===== src/design/cubic_bezier_easing_eval_core_assert.svh =====
// Assertion macros shared by the easing core RTL.
`ifndef CUBIC_BEZIER_EASING_EVAL_CORE_ASSERT_SVH
`define CUBIC_BEZIER_EASING_EVAL_CORE_ASSERT_SVH

// Property that must hold at every clock edge out of reset.
`define CBE_ASSERT_ALWAYS(label, expr, msg) \
    label: assert property (@(posedge i_clk) disable iff (!i_rst_n) (expr)) \
        else $error(msg);

// Same-cycle implication.
`define CBE_ASSERT_IMPL(label, ante, cons, msg) \
    label: assert property (@(posedge i_clk) disable iff (!i_rst_n) \
        (ante) |-> (cons)) else $error(msg);

// Next-cycle implication.
`define CBE_ASSERT_NEXT(label, ante, cons, msg) \
    label: assert property (@(posedge i_clk) disable iff (!i_rst_n) \
        (ante) |=> (cons)) else $error(msg);

`endif


===== src/design/cbe_pkg.sv =====
// Shared constants and sequencer state type for the cubic Bezier easing core.
package cbe_pkg;

    localparam int DEF_MAX_ITERATIONS = 12;
    localparam int DEF_FRAC_BITS      = 16;

    localparam int FIELD_W     = 17;
    localparam int STEPS_W     = 4;
    localparam int IN_TDATA_W  = 88;
    localparam int OUT_TDATA_W = 24;
    localparam int OUT_PAD_W   = OUT_TDATA_W - FIELD_W - STEPS_W;

    localparam logic [FIELD_W-1:0] Q16_ONE   = 17'h10000;
    localparam logic [STEPS_W-1:0] STEPS_SAT = 4'hF;

    typedef enum logic [17:0] {
        S_IDLE  = 18'h00001,
        S_SETUP = 18'h00002,
        S_M1    = 18'h00004,
        S_A1    = 18'h00008,
        S_M2    = 18'h00010,
        S_A2    = 18'h00020,
        S_M3    = 18'h00040,
        S_A3    = 18'h00080,
        S_UPD   = 18'h00100,
        S_F0    = 18'h00200,
        S_F1    = 18'h00400,
        S_F2    = 18'h00800,
        S_F3    = 18'h01000,
        S_F4    = 18'h02000,
        S_F5    = 18'h04000,
        S_F6    = 18'h08000,
        S_F7    = 18'h10000,
        S_DONE  = 18'h20000
    } t_state;

endpackage


===== src/design/cubic_bezier_easing_eval_core.sv =====
// Cubic Bezier easing core: maps progress x through the curve to an eased y.
// One item is worked at a time through a single shared multiplier. Diagonal
// control points go from setup straight to the result. Otherwise the core
// runs residual evaluations, steps_taken + 1 of them on convergence, else
// MAX_ITERATIONS: each evaluation is a three-step Horner chain on the
// multiplier, every step waiting for its registered product, plus an update
// state; setup comes before them and the final y polynomial after. The core
// takes the next input in the cycle after the result is loaded; a held result
// does not block a new input, only the next load.
`include "cubic_bezier_easing_eval_core_assert.svh"

module cubic_bezier_easing_eval_core #(
    parameter int MAX_ITERATIONS = cbe_pkg::DEF_MAX_ITERATIONS,
    parameter int FRAC_BITS      = cbe_pkg::DEF_FRAC_BITS
) (
    input  logic                               i_clk,
    input  logic                               i_rst_n,
    input  logic                               s_axis_tvalid,
    output logic                               s_axis_tready,
    // x_progress[16:0], cp1_x[33:17], cp1_y[50:34], cp2_x[67:51], cp2_y[84:68]
    input  logic [cbe_pkg::IN_TDATA_W-1:0]     s_axis_tdata,
    output logic                               m_axis_tvalid,
    input  logic                               m_axis_tready,
    // y_value[16:0], steps_taken[20:17]
    output logic [cbe_pkg::OUT_TDATA_W-1:0]    m_axis_tdata,
    // converged[0]
    output logic                               m_axis_tuser
);

    localparam int FW    = cbe_pkg::FIELD_W;
    localparam int W     = FRAC_BITS + 5;
    localparam int XW    = W + 4;
    localparam int SW    = $clog2(MAX_ITERATIONS + 1);
    localparam int ONE_I = 1 << FRAC_BITS;
    localparam int EPS_I = (ONE_I * 5 + 5000) / 10000;
    localparam int SHL   = (FRAC_BITS >= 16) ? FRAC_BITS - 16 : 0;
    localparam int SHR   = (FRAC_BITS < 16) ? 16 - FRAC_BITS : 0;
    localparam int XI    = FW + SHL;
    localparam int YW    = FRAC_BITS + 1;
    localparam int DN    = (FRAC_BITS > 16) ? FRAC_BITS - 16 : 0;
    localparam int UP    = (FRAC_BITS < 16) ? 16 - FRAC_BITS : 0;
    localparam int RND   = (DN > 0) ? (1 << (DN - 1)) : 0;
    localparam int QW    = YW + UP + 1;

    localparam logic signed [W-1:0] Q_TOP  = {1'b0, {(W-1){1'b1}}};
    localparam logic signed [W-1:0] Q_BOT  = {1'b1, {(W-1){1'b0}}};
    localparam logic signed [W-1:0] Q_ONE  = W'(ONE_I);
    localparam logic signed [W-1:0] Q_EPS  = W'(EPS_I);
    localparam logic signed [W-1:0] Q_NEPS = -Q_EPS;

    function automatic logic signed [XW-1:0] ext4(input logic signed [W-1:0] v);
        return {{4{v[W-1]}}, v};
    endfunction

    function automatic logic signed [XW-1:0] x3(input logic signed [XW-1:0] v);
        return (v <<< 1) + v;
    endfunction

    function automatic logic signed [W-1:0] sat_w(input logic signed [XW-1:0] v);
        logic [4:0] hi;
        hi = v[XW-1:W-1];
        if ((&hi) || !(|hi)) begin
            return v[W-1:0];
        end
        return v[XW-1] ? Q_BOT : Q_TOP;
    endfunction

    function automatic logic signed [W-1:0] to_int(input logic [FW-1:0] raw);
        logic [XI-1:0] e;
        e = XI'(raw) << SHL;
        e = e >> SHR;
        return W'(e);
    endfunction

    cbe_pkg::t_state r_state, n_state;

    logic [FW-1:0] r_x_raw, r_c1x_raw, r_c1y_raw, r_c2x_raw, r_c2y_raw;
    logic signed [W-1:0] r_x, r_ay, r_by, r_k0, r_k1, r_k2, r_t, r_f;
    logic signed [W-1:0] r_r, r_t3x, r_t2, r_rr, r_s2, r_t3, r_v, r_u, r_m1;
    logic [YW-1:0]       r_y;
    logic [SW-1:0]       r_steps;
    logic                r_conv, r_diag;

    logic                        r_o_valid;
    logic [FW-1:0]               r_o_y;
    logic [cbe_pkg::STEPS_W-1:0] r_o_steps;
    logic                        r_o_conv;

    logic signed [W-1:0] mul_a, mul_b, w_p;

    logic                in_xfer, out_load, diag, f_ok, last_step, steps_live;
    logic signed [W-1:0] a_int, b_int;
    logic signed [W-1:0] k0_new, k1_new, k2_new;
    logic signed [W-1:0] f_add_k1, f_add_k2, f_sub_x, t_upd;
    logic signed [W-1:0] r_new, t3x_new, s2_new;
    logic signed [XW-1:0] y_sum;
    logic [YW-1:0]       y_clamp;
    logic [SW-1:0]       steps_inc;
    logic [QW-1:0]       yq;
    logic [FW-1:0]       y_out;
    logic [SW+3:0]       steps_ext;
    logic [cbe_pkg::STEPS_W-1:0] steps_out;

    cbe_mul_q #(
        .FRAC_BITS (FRAC_BITS)
    ) u_mul (
        .i_clk (i_clk),
        .i_a   (mul_a),
        .i_b   (mul_b),
        .o_p   (w_p)
    );

    assign in_xfer  = s_axis_tvalid && s_axis_tready;
    assign out_load = (r_state == cbe_pkg::S_DONE) && (!r_o_valid || m_axis_tready);
    // step count is loaded in setup, so it is meaningful from the first solve state on
    assign steps_live = (r_state != cbe_pkg::S_IDLE) && (r_state != cbe_pkg::S_SETUP);

    always_comb begin
        diag   = (r_c1x_raw == r_c1y_raw) && (r_c2x_raw == r_c2y_raw);
        a_int  = to_int(r_c1x_raw);
        b_int  = to_int(r_c2x_raw);
        k0_new = sat_w(ext4(Q_ONE) + x3(ext4(a_int)) - x3(ext4(b_int)));
        k1_new = sat_w(x3(ext4(b_int)) - (x3(ext4(a_int)) <<< 1));
        k2_new = sat_w(x3(ext4(a_int)));

        f_add_k1 = sat_w(ext4(w_p) + ext4(r_k1));
        f_add_k2 = sat_w(ext4(w_p) + ext4(r_k2));
        f_sub_x  = sat_w(ext4(w_p) - ext4(r_x));
        f_ok     = (r_f <= Q_EPS) && (r_f >= Q_NEPS);
        t_upd    = sat_w(ext4(r_t) - ext4(r_f >>> 1));

        steps_inc = r_steps + SW'(1);
        last_step = (steps_inc == SW'(MAX_ITERATIONS));

        r_new   = sat_w(ext4(Q_ONE) - ext4(r_t));
        t3x_new = sat_w(x3(ext4(r_t)));
        s2_new  = sat_w(x3(ext4(r_t2)));

        // t^3 + m1 + m2, the last product straight off the multiplier
        y_sum = ext4(r_t3) + ext4(r_m1) + ext4(w_p);
        if (y_sum[XW-1]) begin
            y_clamp = '0;
        end else if (y_sum > ext4(Q_ONE)) begin
            y_clamp = YW'(ONE_I);
        end else begin
            y_clamp = y_sum[YW-1:0];
        end

        yq = ((QW'(r_y) + QW'(RND)) >> DN) << UP;
        if (r_diag) begin
            y_out = (r_x_raw > cbe_pkg::Q16_ONE) ? cbe_pkg::Q16_ONE : r_x_raw;
        end else begin
            y_out = yq[FW-1:0];
        end

        steps_ext = (SW+4)'(r_steps);
        steps_out = (steps_ext > (SW+4)'(cbe_pkg::STEPS_SAT)) ? cbe_pkg::STEPS_SAT
                                                              : steps_ext[3:0];
    end

    // operand select for the shared multiplier; product lands in the next cycle
    always_comb begin
        case (r_state)
            cbe_pkg::S_M1: begin
                mul_a = r_k0;
                mul_b = r_t;
            end
            cbe_pkg::S_M2, cbe_pkg::S_M3: begin
                mul_a = r_f;
                mul_b = r_t;
            end
            cbe_pkg::S_F0: begin
                mul_a = r_t;
                mul_b = r_t;
            end
            cbe_pkg::S_F1: begin
                mul_a = r_r;
                mul_b = r_r;
            end
            cbe_pkg::S_F2: begin
                mul_a = r_t2;
                mul_b = r_t;
            end
            cbe_pkg::S_F3: begin
                mul_a = r_t3x;
                mul_b = r_rr;
            end
            cbe_pkg::S_F4: begin
                mul_a = r_s2;
                mul_b = r_r;
            end
            cbe_pkg::S_F5: begin
                mul_a = r_v;
                mul_b = r_ay;
            end
            cbe_pkg::S_F6: begin
                mul_a = r_u;
                mul_b = r_by;
            end
            default: begin
                mul_a = '0;
                mul_b = '0;
            end
        endcase
    end

    always_comb begin
        case (r_state)
            cbe_pkg::S_IDLE:  n_state = in_xfer ? cbe_pkg::S_SETUP : cbe_pkg::S_IDLE;
            cbe_pkg::S_SETUP: n_state = diag ? cbe_pkg::S_DONE : cbe_pkg::S_M1;
            cbe_pkg::S_M1:    n_state = cbe_pkg::S_A1;
            cbe_pkg::S_A1:    n_state = cbe_pkg::S_M2;
            cbe_pkg::S_M2:    n_state = cbe_pkg::S_A2;
            cbe_pkg::S_A2:    n_state = cbe_pkg::S_M3;
            cbe_pkg::S_M3:    n_state = cbe_pkg::S_A3;
            cbe_pkg::S_A3:    n_state = cbe_pkg::S_UPD;
            cbe_pkg::S_UPD: begin
                if (f_ok || last_step) begin
                    n_state = cbe_pkg::S_F0;
                end else begin
                    n_state = cbe_pkg::S_M1;
                end
            end
            cbe_pkg::S_F0:    n_state = cbe_pkg::S_F1;
            cbe_pkg::S_F1:    n_state = cbe_pkg::S_F2;
            cbe_pkg::S_F2:    n_state = cbe_pkg::S_F3;
            cbe_pkg::S_F3:    n_state = cbe_pkg::S_F4;
            cbe_pkg::S_F4:    n_state = cbe_pkg::S_F5;
            cbe_pkg::S_F5:    n_state = cbe_pkg::S_F6;
            cbe_pkg::S_F6:    n_state = cbe_pkg::S_F7;
            cbe_pkg::S_F7:    n_state = cbe_pkg::S_DONE;
            cbe_pkg::S_DONE:  n_state = out_load ? cbe_pkg::S_IDLE : cbe_pkg::S_DONE;
            default:          n_state = cbe_pkg::S_IDLE;
        endcase
    end

    always_ff @(posedge i_clk) begin
        if (!i_rst_n) begin
            r_state   <= cbe_pkg::S_IDLE;
            r_o_valid <= 1'b0;
        end else begin
            r_state <= n_state;
            if (out_load) begin
                r_o_valid <= 1'b1;
            end else if (m_axis_tready) begin
                r_o_valid <= 1'b0;
            end
        end
    end

    always_ff @(posedge i_clk) begin
        if (in_xfer) begin
            r_x_raw   <= s_axis_tdata[FW-1:0];
            r_c1x_raw <= s_axis_tdata[2*FW-1:FW];
            r_c1y_raw <= s_axis_tdata[3*FW-1:2*FW];
            r_c2x_raw <= s_axis_tdata[4*FW-1:3*FW];
            r_c2y_raw <= s_axis_tdata[5*FW-1:4*FW];
        end
        if (out_load) begin
            r_o_y     <= y_out;
            r_o_steps <= steps_out;
            r_o_conv  <= r_conv;
        end
        case (r_state)
            cbe_pkg::S_SETUP: begin
                r_diag  <= diag;
                r_conv  <= diag;
                r_steps <= '0;
                r_x     <= to_int(r_x_raw);
                r_t     <= to_int(r_x_raw);
                r_ay    <= to_int(r_c1y_raw);
                r_by    <= to_int(r_c2y_raw);
                r_k0    <= k0_new;
                r_k1    <= k1_new;
                r_k2    <= k2_new;
            end
            cbe_pkg::S_A1: r_f <= f_add_k1;
            cbe_pkg::S_A2: r_f <= f_add_k2;
            cbe_pkg::S_A3: r_f <= f_sub_x;
            cbe_pkg::S_UPD: begin
                if (f_ok) begin
                    r_conv <= 1'b1;
                end else begin
                    r_t     <= t_upd;
                    r_steps <= steps_inc;
                end
            end
            cbe_pkg::S_F0: begin
                r_r   <= r_new;
                r_t3x <= t3x_new;
            end
            cbe_pkg::S_F1: r_t2 <= w_p;
            cbe_pkg::S_F2: begin
                r_rr <= w_p;
                r_s2 <= s2_new;
            end
            cbe_pkg::S_F3: r_t3 <= w_p;
            cbe_pkg::S_F4: r_v  <= w_p;
            cbe_pkg::S_F5: r_u  <= w_p;
            cbe_pkg::S_F6: r_m1 <= w_p;
            cbe_pkg::S_F7: r_y  <= y_clamp;
            default: begin
            end
        endcase
    end

    assign s_axis_tready = (r_state == cbe_pkg::S_IDLE);
    assign m_axis_tvalid = r_o_valid;
    assign m_axis_tdata  = {{cbe_pkg::OUT_PAD_W{1'b0}}, r_o_steps, r_o_y};
    assign m_axis_tuser  = r_o_conv;

    `CBE_ASSERT_IMPL(a_steps_bound, steps_live, r_steps <= SW'(MAX_ITERATIONS), "step count past limit")
    `CBE_ASSERT_IMPL(a_final_from_upd, r_state == cbe_pkg::S_F0, $past(r_state) == cbe_pkg::S_UPD, "final phase entered outside update")
    `CBE_ASSERT_IMPL(a_noconv_limit, out_load && !r_conv, r_steps == SW'(MAX_ITERATIONS), "unconverged result before limit")
    `CBE_ASSERT_NEXT(a_accept_setup, in_xfer, r_state == cbe_pkg::S_SETUP, "accepted item not set up")

endmodule


===== src/design/cbe_mul_q.sv =====
// Shared fixed-point multiplier: product rounded half up, saturated, registered.
module cbe_mul_q #(
    parameter int FRAC_BITS = cbe_pkg::DEF_FRAC_BITS
) (
    input  logic                      i_clk,
    input  logic signed [FRAC_BITS+4:0] i_a,
    input  logic signed [FRAC_BITS+4:0] i_b,
    output logic signed [FRAC_BITS+4:0] o_p
);

    localparam int W    = FRAC_BITS + 5;
    localparam int PW   = 2 * W;
    localparam int HALF = 1 << (FRAC_BITS - 1);

    localparam logic signed [W-1:0] Q_TOP = {1'b0, {(W-1){1'b1}}};
    localparam logic signed [W-1:0] Q_BOT = {1'b1, {(W-1){1'b0}}};

    logic signed [PW-1:0] prod;
    logic signed [PW-1:0] rnd;
    logic signed [PW-1:0] shf;
    logic                 fits;
    logic signed [W-1:0]  n_p;
    logic signed [W-1:0]  r_p;

    always_comb begin
        prod = i_a * i_b;
        rnd  = prod + PW'(HALF);
        shf  = rnd >>> FRAC_BITS;
        // in range when all bits above the sign bit agree with it
        fits = (&shf[PW-1:W-1]) || !(|shf[PW-1:W-1]);
        if (fits) begin
            n_p = shf[W-1:0];
        end else if (shf[PW-1]) begin
            n_p = Q_BOT;
        end else begin
            n_p = Q_TOP;
        end
    end

    always_ff @(posedge i_clk) begin
        r_p <= n_p;
    end

    assign o_p = r_p;

endmodule

===== config.mk =====
export PLATFORM = sky130hd
export DESIGN_NAME = cubic_bezier_easing_eval_core
export DESIGN_NICKNAME = d
export VERILOG_FILES = /design/src/design/cbe_pkg.sv /design/src/design/cubic_bezier_easing_eval_core.sv /design/src/design/cbe_mul_q.sv
export VERILOG_INCLUDE_DIRS = /design/src /design/src/design
export SDC_FILE = /design/constraint.sdc
export NUM_CORES = 2
export LEC_CHECK = 0
export BUFFER_PORTS_ARGS = -buffer_cell sky130_fd_sc_hd__buf_2
export CORE_ASPECT_RATIO = 1.4
export CORE_MARGIN = 2
export CORE_UTILIZATION = 30
export DETAILED_ROUTE_END_ITERATION = 8
export PLACE_DENSITY_LB_ADDON = 0.05
export SYNTH_ARGS = -nofsm -noshare
export SYNTH_HDL_FRONTEND = slang
export SYNTH_SLANG_ARGS = --single-unit

===== constraint.sdc =====
create_clock -name i_clk -period 11.3 [get_ports i_clk]
set_clock_uncertainty 0.2 [all_clocks]
set_input_delay 2.26 -clock i_clk [delete_from_list [all_inputs] [get_ports i_clk]]
set_output_delay 2.26 -clock i_clk [all_outputs]
set_load 0.02 [all_outputs]

# Word-level counts from Yosys, hierarchy flattened
# Index checks and enable logic that the tools add are counted.
# word_totals
output_inout_bits	27
in_bits	92
register_bits	515
# classes
reduce_logical	60
n_lt_le_gt_ge	4
n_mux	61
eq_ne	23
add_sub_neg	16
n_mul	1
# op_table
op	n
$mux 21	33
$pmux 18 s18	1
$pmux 21 s9	1
$pmux 21 s5	1
$add 22x21->23	3
$add 21x21->22	3
$pmux 21 s3	1
$mux 17	3
$reduce_or 5->1	10
$reduce_and 5->1	9
$add 42x17->42 const B	1
$mul 21x21->42	1
$pmux 21 s2	1
$add 18x17->19	2
$mux 18	2
$eq 17x17->1	2
$add 18x25->25 const A	1
$sub 20x25->25	1
$sub 25x25->25	1
$gt 23x18->1 const B	1
$sub 18x21->22 const A	1
$sub 21x18->22	1
$sub 21x20->22	1
$ge 21x7->1 const B	1
other kinds (40)	83

# Logic depth before layout (Yosys ltp)
# depth
ltp_word	9
ltp_mapped	40
ltp_nobuf	35

# Hierarchy
# From an unflattened synthesis, not the netlist that was laid out.
# unflattened
cells_unflattened	4606
area_unflattened_um2	47252.8
# by_module_without_submodules
mod	instances	cells_each	seq_area_each_um2	area_per_inst_um2
cubic_bezier_easing_eval_core	1	2696	14584.0	30212.7
cbe_mul_q	1	1910	420.4	17040.1

# Worst setup path before layout
# Ideal clock, no wire load.
# synth_timing
path_kind	flip-flop to flip-flop
from	reg r_state[12]
to	reg u_mul.r_p[5], in the netlist u_mul.o_p[5]
t_required_ns	10.977
slack_ns	-0.124
stages_incl_launch_ff	38
path_buffers	7
synth_period_minus_slack_ns	11.424
arrival_time_ns	11.101
setup_ns	0.123
path_cell_list	dfxtp_1 -> or3_1 -> or3_1 -> buf_6 -> or3_4 -> clkinv_4 -> clkbuf_1 -> buf_1 -> a22oi_1 -> nand4_1 -> clkbuf_1 -> clkbuf_1 -> nand2_1 -> fa_1 -> inv_1 -> fa_1 -> inv_1 -> fa_1 -> (+2 left out) -> fa_1 -> fa_1 -> inv_1 -> fa_1 -> inv_1 -> ha_1 -> clkbuf_1 -> nand4_1 -> or3_1 -> or4_1 -> or2_1 -> o21ai_2 -> a211oi_1 -> o21ai_1 -> xor2_1 -> o41ai_4 -> buf_6 -> a21oi_2
# synth_via
elab_chain_len	9
elab_cells_between_ends	23
classes_between	add/sub: 1; mul: 1; eq/ne: 10; mux: 4; reduce/logical: 7
# synth_rtl
item	line_no	rtl
from (decl)	cubic_bezier_easing_eval_core.sv:75	cbe_pkg::t_state r_state, n_state;
from (signal assigned)	cubic_bezier_easing_eval_core.sv:239	r_state <= cbe_pkg::S_IDLE;
from (signal assigned)	cubic_bezier_easing_eval_core.sv:242	r_state <= n_state;
$eq 18x12->1 (tied with other cells)	cubic_bezier_easing_eval_core.sv:163	case (r_state)
$reduce_or 5->1 (no line) (tied with other cells)	n/a	
$pmux 21 s5 / $pmux 21 s9 (equally long branches)	cubic_bezier_easing_eval_core.sv:163	
$mul 21x21->42 *	cbe_mul_q.sv:26	prod = i_a * i_b;
$add 42x17->42 *	cbe_mul_q.sv:27	rnd = prod + PW'(HALF);
$reduce_or 6->1	cbe_mul_q.sv:30	fits = (&shf[PW-1:W-1]) || !(|shf[PW-1:W-1]);
$logic_not 1->1	cbe_mul_q.sv:30	
$logic_or 1x1->1	cbe_mul_q.sv:30	
$mux 21 *	cbe_mul_q.sv:31	if (fits) begin
net u_mul.n_p[5]	cbe_mul_q.sv:22	logic signed [W-1:0] n_p;
to (signal assigned)	cbe_mul_q.sv:41	r_p <= n_p;
to (decl)	cbe_mul_q.sv:23	logic signed [W-1:0] r_p;
# Mark *: on every way through the listed nets, which the timed path passes. The rest lies on a longest branch.
# A chain may end at the register's enable or synchronous reset.

# Worst setup path in the final report
# layout_timing
from	reg r_state[9]
to	reg u_mul.r_p[0], in the netlist u_mul.o_p[0]
# Same word-level chain as after synthesis.

==> flow_summary.ini <==
[floorplanning]
fp.dieH_um = 474
die-area_sq_um = 161000
fp-row-count = 172
ios = 119
start_util_pct = 30.2
fp.dieW_um = 339
core_sq_um = 157000

[sta]
setup_viol_count_final = 0
finalHoldViolations = 0
slew-limit-headroom_pct = 20.0
period_minus_slack_ns = 10.64
fin_tns_setup_ns = 0
rsz0062_at_grt = no
max_freq_ghz = 0.0940
whs_ns = 0.276
period_share_pct = 94.1
worst_pin_slew_ns = 1.20
drv_slew = 0

[setup_path]
slowest_stage = or4_1
crit_family = adder cells
endpoint_kind = register
worstPathMaxFanout = 20
path_class = reg -> reg
cp.required_ns = 11.64
slowest_delay_ns = 0.67
arrival_ns = 10.98
path_common_cell = fa_1
cp_num_buf_inv = 10
cp-start-kind = register

[logic_synthesis]
synth_ff_type = edfxtp_1
yosys-top-cells-count = inv_1, nand2_1, fa_1
synth_area_leader_cell = edfxtp_1
syn_inst = 4704
yosys_warnings = 0
async_flop_share_pct = 0
yosysUniqueCellTypes = 100
ys_ff_latch = 513
netlist_area_sq_um = 47300
synthTopCellsByArea = edfxtp_1, fa_1, ha_1
yosysSeqAreaShare_pct = 31.8
synth_edf_count = 473
syn_avg_cell_area_sq_um = 10.0
synth_most_common_cell = inv_1
synth.top_cell.area_share_pct = 30.1

[grt]
antenna_found_initial = 6
grt_max_degree = 61
grt_usage_pct = 22.6
overflow = 0
grt_pass1_vias = 37600
grt_pass1_wl_um = 263000

[clock_tree]
clock_latency_ns = 0.67
cts.clk_slew.worst_paths_ns = 0.07
cts_tree = done
numCtsBuffers = 55
h-tree-depth = 2
clockBufferDepth = 3
postCtsSetupBuffers = 0
holdBufCountCts = 0
cts_resized = 0
clock-sinks = 513
cts_root_buffer = clkbuf_16

[final_layout]
drive_gt1_share_pct = 9.81
regArea_sq_um = 15000
multiInputGateArea_sq_um = 28800
fillers = 16400
area_growth_pct = 12.9
fin_nets = 5840

[drt]
drtPass1Iterations = 7
routed-via-count = 35000
routed_wl_um = 182000
drt_iter0_markers = 1882
routedWlPerCell_um = 25.9
drc = 0
antenna_left = 0
viasPerCell = 4.98

[pwr]
pwr_density_cell_nw_per_um2 = 103
ir_drop_v = 0.000150
p_leak_nw = 23.8

[placed_design]
place.gp.congestion = 0.889
io_buffers = 112
hpwlAfterDp_um = 149000

[hold_path]
min_path_type = reg -> reg

[outcome]
status = complete, no violations

[run]
maxCapViolCount = 0
==> cells in the final DEF, fill, tap and decap left out, types with 18 or more instances in the layout <==
cell / instances
inv_1: 771
nand2_1: 505
fa_1: 492
edfxtp_1: 473
ha_1: 356
nor2_1: 264
a21oi_1: 220
o21ai_0: 185
buf_4: 180
xnor2_1: 159
buf_2: 112
a21o_1: 109
xor2_1: 93
nand3_1: 64
clkbuf_16: 56
and2_1: 51
a22oi_1: 48
nand4_1: 44
nor3_1: 42
dfxtp_1: 40
nor2b_1: 36
nand2b_1: 35
o21bai_1: 34
nor4_1: 32
and3_1: 31
a22o_1: 30
a211oi_1: 25
o2111ai_1: 25
a222oi_1: 23
nand3b_1: 22
a21oi_2: 20
a31oi_1: 18
or3_1: 18
o21a_1: 18
==> logic make-up (layout without fill, tap and decap cells) <==
logic type | after synthesis | count (layout) | share of synthesized area (%)
buffers and inverters | 937 | 1176 | 7.59
adders and majority gates | 850 | 850 | 30.3
and+or+nand+nor | 1226 | 1226 | 12.3
muxes | 6 | 6 | 0.140
AOI/OAI and AO/OA | 919 | 919 | 13.3
xor gates and xnor gates | 252 | 252 | 4.67
other | 1 | 4 | 0.00794
DFF | 513 | 513 | 31.8
==> area by class of cell <==
class                           instances  area share (%)
Multi-Input combinational cell       3256            54.0
Timing Repair Buffer                  301            3.92
Sequential cell                       513            28.1
Clock buffer                           61            2.74
Tap cell                             2088            4.90
Inverter                              773            5.45
Antenna cell                            1         0.00469
Clock inverter                         41           0.832
==> where the power goes <==
group	total, W	internal [W]	switching, W
clock	0.00197	0.00110	0.000867
combinational	0.00129	0.000499	0.000789
sequential	0.00226	0.00219	0.0000671
==> through the flow <==
| stage | cell area, sq um | setup slack (ns) | power [W] | utilization (%) | cells |
|---|---|---|---|---|---|
| after floorplan | 47300 | 0.0203 | 0.00316 | - | 4706 |
| after global placement | 51500 | 0.654 | 0.00360 | 32.8 | 6931 |
| after detailed placement | 51500 | 0.668 | 0.00360 | 32.8 | 6931 |
| after CTS | 53400 | 0.609 | 0.00559 | 34.1 | 7033 |
| after global routing | 53400 | 0.222 | 0.00579 | 34.1 | 7034 |
| final | 53400 | 0.662 | 0.00551 | 34.1 | 7034 |
==> per-layer routing <==
layer  share of wire (%)  global-route usage [%]  wire, um
met2                  54                    43.6     98800
met1                  37                    24.6     68300
met5               0.016                       0        29
met4                 6.0                    11.7     10900
met3                 2.3                    1.57      4120
==> final timing paths <==
| kind | from | to | slack, ns | cells after the start |
|---|---|---|---|---|
| setup reg to reg | r_state[9] | u_mul.o_p[0] | 0.66 | 36 |
| hold / removal | r_c2y_raw[3] | r_by[3] | 0.28 | 0 |
| setup / recovery | r_state[9] | u_mul.o_p[0] | 0.66 | 36 |
| hold reg to reg | r_c2y_raw[3] | r_by[3] | 0.28 | 0 |
==> worst register-to-register path: cells and delay by family (launching register included) <==
| kind | cells | cell delay (ns) |
|---|---|---|
| compound gates | 9 | 2.31 |
| fa+ha+maj | 8 | 3.75 |
| buf+inv | 10 | 1.42 |
| flops | 1 | 0.37 |
| simple gates | 9 | 2.48 |
Power figures use the tool's default switching activity.
